===== config.mk =====
export PLATFORM = sky130hd
export DESIGN_NAME = elias_gamma_word_decoder_core
export DESIGN_NICKNAME = d
export VERILOG_FILES = /design/src/rtl/egwd_pkg.sv /design/src/rtl/elias_gamma_word_decoder_core.sv /design/src/rtl/egwd_wordshift.sv /design/src/rtl/egwd_bitdec.sv /design/src/rtl/egwd_outq.sv
export VERILOG_INCLUDE_DIRS = /design/src /design/src/rtl
export SDC_FILE = /design/constraint.sdc
export NUM_CORES = 1
export LEC_CHECK = 0
export BUFFER_PORTS_ARGS = -buffer_cell sky130_fd_sc_hd__buf_2
export CAP_MARGIN = 20
export CORE_MARGIN = 2
export CORE_UTILIZATION = 42
export CTS_CLUSTER_DIAMETER = 50
export DETAILED_ROUTE_END_ITERATION = 7
export GPL_TIMING_DRIVEN = 0
export SYNTH_ARGS = -nofsm -noshare
export SYNTH_HDL_FRONTEND = slang
export SYNTH_SLANG_ARGS = --single-unit

===== constraint.sdc =====
create_clock -name clk -period 5.8 [get_ports clk]
set_input_delay 1.74 -clock clk [delete_from_list [all_inputs] [get_ports clk]]
set_output_delay 1.74 -clock clk [all_outputs]
set_load 0.05 [all_outputs]

===== src/rtl/elias_gamma_word_decoder_core_defines.svh =====
// ----------------------------------------------------------------------------
// Elias gamma word decoder assertion macros
// Concurrent checks that compile away when SYNTHESIS is defined.
// ----------------------------------------------------------------------------
`ifndef ELIAS_GAMMA_WORD_DECODER_CORE_DEFINES_SVH
`define ELIAS_GAMMA_WORD_DECODER_CORE_DEFINES_SVH

`ifndef SYNTHESIS
// same-cycle implication
`define EGWD_ASSERT_IMP(name, clk, rst_n, ante, cons) \
	name: assert property (@(posedge clk) disable iff (!rst_n) (ante) |-> (cons)) \
		else $error("egwd assertion failed");
// next-cycle implication
`define EGWD_ASSERT_NXT(name, clk, rst_n, ante, cons) \
	name: assert property (@(posedge clk) disable iff (!rst_n) (ante) |=> (cons)) \
		else $error("egwd assertion failed");
`else
`define EGWD_ASSERT_IMP(name, clk, rst_n, ante, cons)
`define EGWD_ASSERT_NXT(name, clk, rst_n, ante, cons)
`endif

`endif


===== src/rtl/egwd_pkg.sv =====
// ----------------------------------------------------------------------------
// Elias gamma word decoder package
// Widths and structs shared by the word shifter, bit decoder and output queue.
// ----------------------------------------------------------------------------
package egwd_pkg;

	localparam int WORD_BITS    = 32;
	localparam int CNT_W        = $clog2(WORD_BITS);
	localparam int VALUE_W      = 32;
	localparam int PREFIX_LIMIT = 32;
	localparam int ZC_W         = $clog2(PREFIX_LIMIT);

	// one stream bit as presented to the decoder
	typedef struct packed {
		logic bit_val;
		logic word_end;
		logic eos;
	} stream_bit_t;

	typedef struct packed {
		logic [VALUE_W-1:0] value;
		logic               err;
	} result_t;

endpackage


===== src/rtl/elias_gamma_word_decoder_core.sv =====
// Throughput: one stream bit per cycle through the bit decoder while the queue has room;
// the next word is taken on the cycle that consumes the last bit of the current one.
// Output: a result leaves the queue when the next result or the word end is seen,
// so the last result of a word goes through the pending and then the output register.
// Reset: arst_n clears decoder counters, queue and handshake state at once.
// ----------------------------------------------------------------------------
// Elias gamma word decoder core
// Decodes a gamma bitstream carried in 32-bit words, one bit per cycle unless the queue is full.
// ----------------------------------------------------------------------------
module elias_gamma_word_decoder_core (
	input  logic        clk,
	input  logic        arst_n,
	input  logic        in_valid,
	output logic        in_ready,
	input  logic [31:0] code_word,
	input  logic        end_of_stream,
	output logic        out_valid,
	input  logic        out_ready,
	output logic [31:0] decoded_value,
	output logic        prefix_error,
	output logic        last_of_word
);

	egwd_pkg::stream_bit_t sbit;
	egwd_pkg::result_t     res;
	logic                  bit_valid;
	logic                  can_step;
	logic                  step;
	logic                  res_valid;

	// advance one bit when a bit is held and the queue has room
	assign step = bit_valid && can_step;

	egwd_wordshift u_shift (
		.clk           (clk),
		.arst_n        (arst_n),
		.in_valid      (in_valid),
		.in_ready      (in_ready),
		.code_word     (code_word),
		.end_of_stream (end_of_stream),
		.step          (step),
		.bit_valid     (bit_valid),
		.sbit          (sbit)
	);

	egwd_bitdec u_dec (
		.clk       (clk),
		.arst_n    (arst_n),
		.step      (step),
		.sbit      (sbit),
		.res_valid (res_valid),
		.res       (res)
	);

	egwd_outq u_outq (
		.clk           (clk),
		.arst_n        (arst_n),
		.step          (step),
		.word_end      (sbit.word_end),
		.res_valid     (res_valid),
		.res           (res),
		.can_step      (can_step),
		.out_valid     (out_valid),
		.out_ready     (out_ready),
		.decoded_value (decoded_value),
		.prefix_error  (prefix_error),
		.last_of_word  (last_of_word)
	);

endmodule


===== src/rtl/egwd_wordshift.sv =====
// ----------------------------------------------------------------------------
// Word shift register
// Takes one code word and hands it out one bit per cycle while stepped, MSB first.
// ----------------------------------------------------------------------------
module egwd_wordshift (
	input  logic                   clk,
	input  logic                   arst_n,
	input  logic                   in_valid,
	output logic                   in_ready,
	input  logic [31:0]            code_word,
	input  logic                   end_of_stream,
	input  logic                   step,
	output logic                   bit_valid,
	output egwd_pkg::stream_bit_t  sbit
);

	localparam int WB = egwd_pkg::WORD_BITS;
	localparam int CW = egwd_pkg::CNT_W;

	logic [WB-1:0] word_q;
	logic          eos_q;
	logic [CW-1:0] cnt_q;
	logic          busy_q;
	logic          last_bit;
	logic          accept;

	assign last_bit  = (cnt_q == CW'(WB - 1));
	// take the next word while the last bit of this one is consumed
	assign in_ready  = !busy_q || (step && last_bit);
	assign accept    = in_valid && in_ready;
	assign bit_valid = busy_q;

	assign sbit.bit_val  = word_q[WB-1];
	assign sbit.word_end = last_bit;
	assign sbit.eos      = eos_q;

	always_ff @(posedge clk or negedge arst_n) begin
		if (!arst_n) begin
			busy_q <= 1'b0;
			cnt_q  <= '0;
		end else if (accept) begin
			busy_q <= 1'b1;
			cnt_q  <= '0;
		end else if (step) begin
			if (last_bit) begin
				busy_q <= 1'b0;
			end
			cnt_q <= cnt_q + 1'b1;
		end
	end

	always_ff @(posedge clk) begin
		if (accept) begin
			word_q <= WB'(code_word);
			eos_q  <= end_of_stream;
		end else if (step) begin
			word_q <= {word_q[WB-2:0], 1'b0};
		end
	end

endmodule


===== src/rtl/egwd_bitdec.sv =====
// ----------------------------------------------------------------------------
// Gamma bit decoder
// Counts prefix zeros and shifts in value bits, one stream bit per step.
// ----------------------------------------------------------------------------
module egwd_bitdec (
	input  logic                  clk,
	input  logic                  arst_n,
	input  logic                  step,
	input  egwd_pkg::stream_bit_t sbit,
	output logic                  res_valid,
	output egwd_pkg::result_t     res
);

	localparam int VW = egwd_pkg::VALUE_W;
	localparam int ZW = egwd_pkg::ZC_W;

	logic [ZW-1:0] zc_q, zc_d;
	logic          coll_q, coll_d;
	logic [ZW-1:0] rem_q, rem_d;
	logic [VW-1:0] acc_q, acc_d;
	logic [VW-1:0] acc_shift;

	assign acc_shift = {acc_q[VW-2:0], sbit.bit_val};

	always_comb begin
		zc_d      = zc_q;
		coll_d    = coll_q;
		rem_d     = rem_q;
		acc_d     = acc_q;
		res_valid = 1'b0;
		res.value = '0;
		res.err   = 1'b0;
		if (coll_q) begin
			acc_d = acc_shift;
			rem_d = rem_q - 1'b1;
			if (rem_q == ZW'(1)) begin
				res_valid = 1'b1;
				res.value = acc_shift;
				coll_d    = 1'b0;
				zc_d      = '0;
			end
		end else if (!sbit.bit_val) begin
			// prefix too long: flag it and start over
			if (zc_q == ZW'(egwd_pkg::PREFIX_LIMIT - 1)) begin
				res_valid = 1'b1;
				res.err   = 1'b1;
				zc_d      = '0;
			end else begin
				zc_d = zc_q + 1'b1;
			end
		end else if (zc_q == '0) begin
			res_valid = 1'b1;
			res.value = VW'(1);
		end else begin
			coll_d = 1'b1;
			rem_d  = zc_q;
			acc_d  = VW'(1);
		end
		// drop any unfinished code after the final word
		if (sbit.word_end && sbit.eos) begin
			zc_d   = '0;
			coll_d = 1'b0;
			rem_d  = '0;
		end
	end

	always_ff @(posedge clk or negedge arst_n) begin
		if (!arst_n) begin
			zc_q   <= '0;
			coll_q <= 1'b0;
			rem_q  <= '0;
		end else if (step) begin
			zc_q   <= zc_d;
			coll_q <= coll_d;
			rem_q  <= rem_d;
		end
	end

	always_ff @(posedge clk) begin
		if (step) begin
			acc_q <= acc_d;
		end
	end

endmodule


===== src/rtl/egwd_outq.sv =====
// ----------------------------------------------------------------------------
// Result queue
// Holds the newest result until it is known whether it ends its word, then
// moves it to the output register.
// ----------------------------------------------------------------------------
`include "elias_gamma_word_decoder_core_defines.svh"

module egwd_outq (
	input  logic                      clk,
	input  logic                      arst_n,
	input  logic                      step,
	input  logic                      word_end,
	input  logic                      res_valid,
	input  egwd_pkg::result_t         res,
	output logic                      can_step,
	output logic                      out_valid,
	input  logic                      out_ready,
	output logic [31:0]               decoded_value,
	output logic                      prefix_error,
	output logic                      last_of_word
);

	logic              pend_valid_q;
	logic              pend_close_q;
	egwd_pkg::result_t pend_q;
	logic              out_valid_q;
	egwd_pkg::result_t out_q;
	logic              out_last_q;
	logic              out_free;
	logic              push;

	assign out_free = !out_valid_q || out_ready;
	// a step may push the pending item, so it needs room when one is held
	assign can_step = out_free || !pend_valid_q;
	assign push     = pend_valid_q && out_free && (pend_close_q || (step && res_valid));

	always_ff @(posedge clk or negedge arst_n) begin
		if (!arst_n) begin
			pend_valid_q <= 1'b0;
			pend_close_q <= 1'b0;
		end else if (step && res_valid) begin
			pend_valid_q <= 1'b1;
			pend_close_q <= word_end;
		end else if (push) begin
			pend_valid_q <= 1'b0;
			pend_close_q <= 1'b0;
		end else if (step && word_end && pend_valid_q) begin
			pend_close_q <= 1'b1;
		end
	end

	always_ff @(posedge clk) begin
		if (step && res_valid) begin
			pend_q <= res;
		end
	end

	always_ff @(posedge clk or negedge arst_n) begin
		if (!arst_n) begin
			out_valid_q <= 1'b0;
		end else if (push) begin
			out_valid_q <= 1'b1;
		end else if (out_ready) begin
			out_valid_q <= 1'b0;
		end
	end

	always_ff @(posedge clk) begin
		if (push) begin
			out_q      <= pend_q;
			out_last_q <= pend_close_q;
		end
	end

	assign out_valid     = out_valid_q;
	assign decoded_value = out_q.value;
	assign prefix_error  = out_q.err;
	assign last_of_word  = out_last_q;

	`EGWD_ASSERT_IMP(a_close_has_item, clk, arst_n, pend_close_q, pend_valid_q)
	`EGWD_ASSERT_IMP(a_step_has_room, clk, arst_n, step && pend_valid_q, out_free)
	`EGWD_ASSERT_NXT(a_push_shows, clk, arst_n, push, out_valid_q)

endmodule

Yosys cells after proc, flatten, opt, wreduce, memory -nomap -nowiden --
Index checks and enable logic that the tools add are counted.
Storage, ports and cells: bits in registers 151, bits in latches 0, memory bits (writable) 0, memory bits (read-only) 0, output and inout bits 36, memories kept 0
Operators by class: add/subtract/negate cells 3, multipliers 0, div/mod/pow operators 0, magnitude comparators 0, equal/unequal tests 7, shift operators 0, muxes and demuxes 40, bitwise gates (word level) 0, reduce and logical (&&, ||, !) cells 28
Operators with widths (number):
- 2-to-1 mux 32 bit | 5
- 2-to-1 mux 31 bit | 3
- 2-to-1 mux 5 bit | 11
- 2-to-1 mux 1 bit | 21
- adder 5 x 1 -> 5 bit, second input constant | 2
- == test 5 bit, second input constant | 2
- nonzero test 2 bit | 5
- AND reduction 3 bit | 3
- logical AND 1 bit | 8
- nonzero test 3 bit | 2
- == test 5 x 1 -> 1 bit, second input constant | 1
- logical NOT 5 bit | 1
- subtractor 5 x 1 -> 5 bit, second input constant | 1
- logical OR 1 bit | 4
- logical NOT 1 bit | 3
- inequality test 3 x 1 -> 1 bit, second input constant | 1
- inequality test 3 x 2 -> 1 bit, second input constant | 1
- inequality test 3 bit, second input constant | 1
- inequality test 2 x 1 -> 1 bit, second input constant | 1
- AND reduction 2 bit | 1
- OR reduction 2 bit | 1

Logic depth before layout (Yosys ltp) --
depth in word-level cells 9, gate-level depth with buffers 9

Cells and area by module --
A second synthesis with hierarchy kept.
Unflattened totals: cells, all modules 379, area total of the unflattened synthesis 6152.2 sq um
By module, submodules not included:
- egwd_outq | instances 1, cells an instance 85, area each 2173.3 sq um, sequential area each 2087.0 sq um
- egwd_bitdec | instances 1, cells an instance 195, area each 2125.8 sq um, sequential area each 1206.2 sq um
- egwd_wordshift | instances 1, cells an instance 98, area each 1846.8 sq um, sequential area each 1141.1 sq um
- elias_gamma_word_decoder_core | instances 1, cells an instance 1, area each 6.3 sq um, sequential area each 0.0 sq um

Worst setup path before layout --
No wires, ideal clock.
path kind input port to flip-flop, start input out_ready, end register u_outq.out_q (netlist bit u_outq.decoded_value[0]) (enable), library setup time 425 ps, arrival time 3843 ps, data required time 5375 ps, path slack 1532 ps, stages on the path 5, cells stage by stage nand3b_1 and2_0 buf_2 a21oi_1 nor2_1
Between the ends: word-level cells in the longest chain between the ends 6, elaborated cells on any way between the ends 7
RTL lines:
- from (decl) | RTL line elias_gamma_word_decoder_core.sv:18 | input logic out_ready,
- logical OR 1 bit * | RTL line egwd_outq.sv:32 | assign out_free = !out_valid_q || out_ready;
- logical OR 1 bit | RTL line egwd_outq.sv:34 | assign can_step = out_free || !pend_valid_q;
- logical AND 1 bit | RTL line elias_gamma_word_decoder_core.sv:32 | assign step = bit_valid && can_step;
- logical AND 1 bit | RTL line egwd_outq.sv:35 | assign push = pend_valid_q && out_free && (pend_close_q || (step && res_valid));
- logical OR 1 bit | RTL line egwd_outq.sv:35
- logical AND 1 bit * | RTL line egwd_outq.sv:35
- net u_outq.push | RTL line egwd_outq.sv:30 | logic push;
- to (signal assigned) | RTL line egwd_outq.sv:70 | out_q <= pend_q;
- to (decl) | RTL line egwd_outq.sv:27 | egwd_pkg::result_t out_q;
The timed path passes the listed nets; every way through them passes the cells marked *. A chain may end at the register's enable or synchronous reset.

Worst setup path in the final report --
start input out_ready, end output in_ready
Between the ends: word-level cells in the longest chain between the ends 5
RTL lines:
- logical OR 1 bit | RTL line egwd_outq.sv:32
- logical OR 1 bit | RTL line egwd_outq.sv:34
- logical AND 1 bit | RTL line elias_gamma_word_decoder_core.sv:32
- logical AND 1 bit | RTL line egwd_wordshift.sv:29 | assign in_ready = !busy_q || (step && last_bit);
- logical OR 1 bit | RTL line egwd_wordshift.sv:29
- to (decl) | RTL line elias_gamma_word_decoder_core.sv:14 | output logic in_ready,
Every way passes these cells.

==> flow_metrics.tcl <==
set metrics [dict create \
    status "complete, no violations" \
    die_area_um2 15030 \
    drv_cap 0 \
    syn_to_final_growth_pct 20.13 \
    ys_seq_area_share_pct 75.08 \
    syn_area_um2 5906 \
    fmax_mhz 237.6 \
    placed_area_um2 6535 \
    setup_slack_ps 1591 \
    criticalPathCategory "in2out" \
    insertion_delay_ps 410 \
    synth_compound_area_share_pct 3.199 \
    synth_warnings 0 \
    dp.cells 624 \
    design.core.area_um2 13830 \
    max-vdd-ir-drop_mv 0.2185 \
    cts_hold_buf 0 \
    fin_setup_tns_ps 0 \
    cts_resized 0 \
    antenna_found_initial 0 \
    cp-end-kind "output pin" \
    synthMuxAreaShare_pct 6.441 \
    preCtsSetupSlack_ps 1590 \
    slowest_stage "buf_2" \
    rows 43 \
    syn_nets 415 \
    slew-limit-headroom_pct 37.46 \
    grt_pass1_vias 3005 \
    drive_gt1_share_pct 30.80 \
    p_sw_share_pct 33.49 \
    synth-simple-area-share_pct 11.57 \
    routedWlPerCell_um 13.61 \
    synth-main-ff-cell "edfxtp_1" \
    initial_utilization_pct 42.71 \
    required_ps 4060 \
    top_level_ports 73 \
    hold_class "reg2reg" \
    finalSetupViolCount 0 \
    critPathLaunchType "input pin" \
    grt_overflow_total 0 \
    grt_pass1_wl_mm 14.68 \
    internal_power_w 0.002897 \
    seq_power_share_pct 47.1 \
    critPathMaxStageDelay_ps 240 \
    synth_top_family_by_area "simple AND/OR/NAND/NOR gates" \
    synth_xor_area_share_pct 0.5932 \
    design_area_um2 7094 \
    cts_sinks 151 \
    combPwrFrac_pct 29.0 \
    routed_wl_mm 8.903 \
    cts_buffers 17 \
    final_cells 654 \
    nNetsFinal 507 \
    skew_ps 10.29 \
    viasPerCell 4.731 \
    period_minus_slack_ps 4209 \
    cp_cell_sequence "buf_2 -> nand3b_1 -> nand2_1 -> nand2_1 -> buf_2" \
    power_leakage_nw 2.786 \
    finalMaxSlewViolations 0 \
    drtPass1Iterations 4 \
    syn-instance-count 371 \
    period_share_pct 72.57 \
    yosys.area_share.adder_pct 1.483 \
    h-tree-depth 4 \
    detail_route.iter0.violations 156 \
    grt_max_degree 36 \
    cp_max_fo 4 \
    power_density_nw_per_um2 613.9 \
    drc 0 \
    grt.total_usage_pct 12.97 \
    tightest_slew_ps 935.9 \
    die_h_um 122.6 \
    postSynth.asyncResetShare_pct 13.25 \
    switchingPower_w 0.001458 \
    ant_nets 0 \
    avgSynthCellArea_um2 15.92 \
    cp.arrival_ps 2470 \
    ys_types 40 \
    cts_buffer_depth 2 \
    rsz0062_at_grt "no" \
    hold_violations 0 \
    cts_setup_buffers 0 \
    vias 3094 \
    synth_edf_count 131 \
    ctsRootBufferMaster "clkbuf_16" \
    ys_ff_latch 151 \
    gp_congestion 0.7627 \
    dp_hpwl_mm 5.998 \
    die_w_um 122.6 \
    clockPowerShare_pct 23.9 \
    clk_pin_slew_worst_paths_ps 60 \
    crit_family "simple AND/OR/NAND/NOR gates" \
    cts_tree "built" \
    num_antenna_cells 0 \
    io_buffers 72 \
    path_buf_inv 2 \
]
-- power by group through the flow --
stage | Sequential (W) | Combinational [W] | Clock (W)
after floorplan | 0.00238 | 0.000628 | 0
after global placement | 0.00208 | 0.00123 | 0
after detailed placement | 0.00208 | 0.00129 | 0
after CTS | 0.00206 | 0.00129 | 0.00107
after global routing | 0.00211 | 0.00139 | 0.00112
final | 0.00205 | 0.00126 | 0.00104
-- Yosys cell counts (5+ instances only) --
master | n | area share (%)
dfrtp_1 | 20 | 8.5
buf_2 | 5 | 0.42
o21ai_0 | 12 | 1.0
edfxtp_1 | 131 | 67
nor2_1 | 9 | 0.57
a21oi_1 | 6 | 0.51
inv_1 | 9 | 0.57
nand2_1 | 24 | 1.5
clkbuf_1 | 6 | 0.38
nand3_1 | 5 | 0.42
ha_1 | 7 | 1.5
and2_1 | 63 | 6.7
mux2_2 | 32 | 6.1
-- layout make-up --
cell class | instances | area [µm²]
fillers | 1155 | 6733
flip-flops and latches | 151 | 4434
multi-input cells | 198 | 1391
clock buffers | 18 | 429.2
repair buffers | 73 | 387.9
well taps | 180 | 225.2
clock inverters | 12 | 130.1
plain buffers | 13 | 62.56
inverters | 9 | 33.78
-- metrics by stage --
step	total power (W)	utilization (%)	hold WS (ps)
6_report	0.004355	51.31	415.1
5_1_grt	0.004613	51.31	423.7
4_1_cts	0.004413	51.31	419.6
3_5_place_dp	0.003362	47.26	404.5
3_3_place_gp	0.003312	46.95	404.6
2_1_floorplan	0.003005	-	400.3
-- flip-flops by register name (all words and copies together), names as in the netlist --
register and flops:
u_dec.rem_q 5, u_outq.decoded_value 32, u_shift.eos_q 1, u_outq.out_valid 1, u_shift.bit_valid 1, u_shift.cnt_q 5, u_outq.pend_q 33, u_shift.word_q 32
u_outq.pend_valid_q 1, u_dec.acc_q 31, u_outq.pend_close_q 1, u_outq.last_of_word 1, u_dec.coll_q 1, u_outq.prefix_error 1, u_dec.zc_q 5
-- cell usage in the layout (no fill, tap or decap), types with 2 or more instances in the layout --
cell,Yosys,routed
nand2_1,24,24
clkbuf_1,6,7
dfrtp_1,20,20
nand2b_1,4,4
and2_1,63,62
ha_1,7,7
nor2_4,0,2
clkinv_4,0,3
clkbuf_16,0,17
nor2_1,9,7
o21ai_0,12,12
xnor2_1,2,2
bufinv_16,0,2
mux2i_1,2,2
nand3_1,5,5
or3_1,2,2
buf_4,2,2
edfxtp_1,131,131
and3_1,4,4
clkinv_2,0,4
nor2b_1,3,3
or2_1,2,2
inv_1,9,9
a21oi_1,6,6
xor2_1,2,2
buf_2,5,77
clkinvlp_4,0,2
o31ai_1,2,2
mux2_2,32,32
-- final timing paths --
path | start | to | slack, ps | cells past startpoint
worst max-delay path | out_ready | in_ready | 1590 | 5
worst min-delay path | u_outq.pend_q[6] | u_outq.decoded_value[5] | 420 | 0
worst max register to register | u_dec.zc_q[0] | u_outq.decoded_value[20] | 3060 | 7
worst min register to register | u_outq.pend_q[6] | u_outq.decoded_value[5] | 420 | 0
max in group asynchronous | arst_n | u_dec.coll_q | 4200 | 1
min in group asynchronous | arst_n | u_dec.rem_q[3] | 1280 | 1
-- kinds of logic (layout without fill, tap and decap cells) --
logic type,count (synthesis),after routing
simple gates,122,122
buf+inv,22,125
flops,151,151
mux,34,34
compound gates,31,31
fa+ha+maj,7,7
xor+xnor,4,4
-- per-layer routing --
| layer | up-vias | part of all wire, % | track usage (%) |
|---|---|---|---|
| met3 | 14 | 7.6 | 5.901 |
| li1 | 1529 | - | - |
| met4 | 0 | 1.6 | 5.603 |
| met2 | 85 | 44 | 18.78 |
| met1 | 1466 | 46 | 16.85 |
| met5 | - | 0 | 0 |
Power figures use the tool's default switching activity.
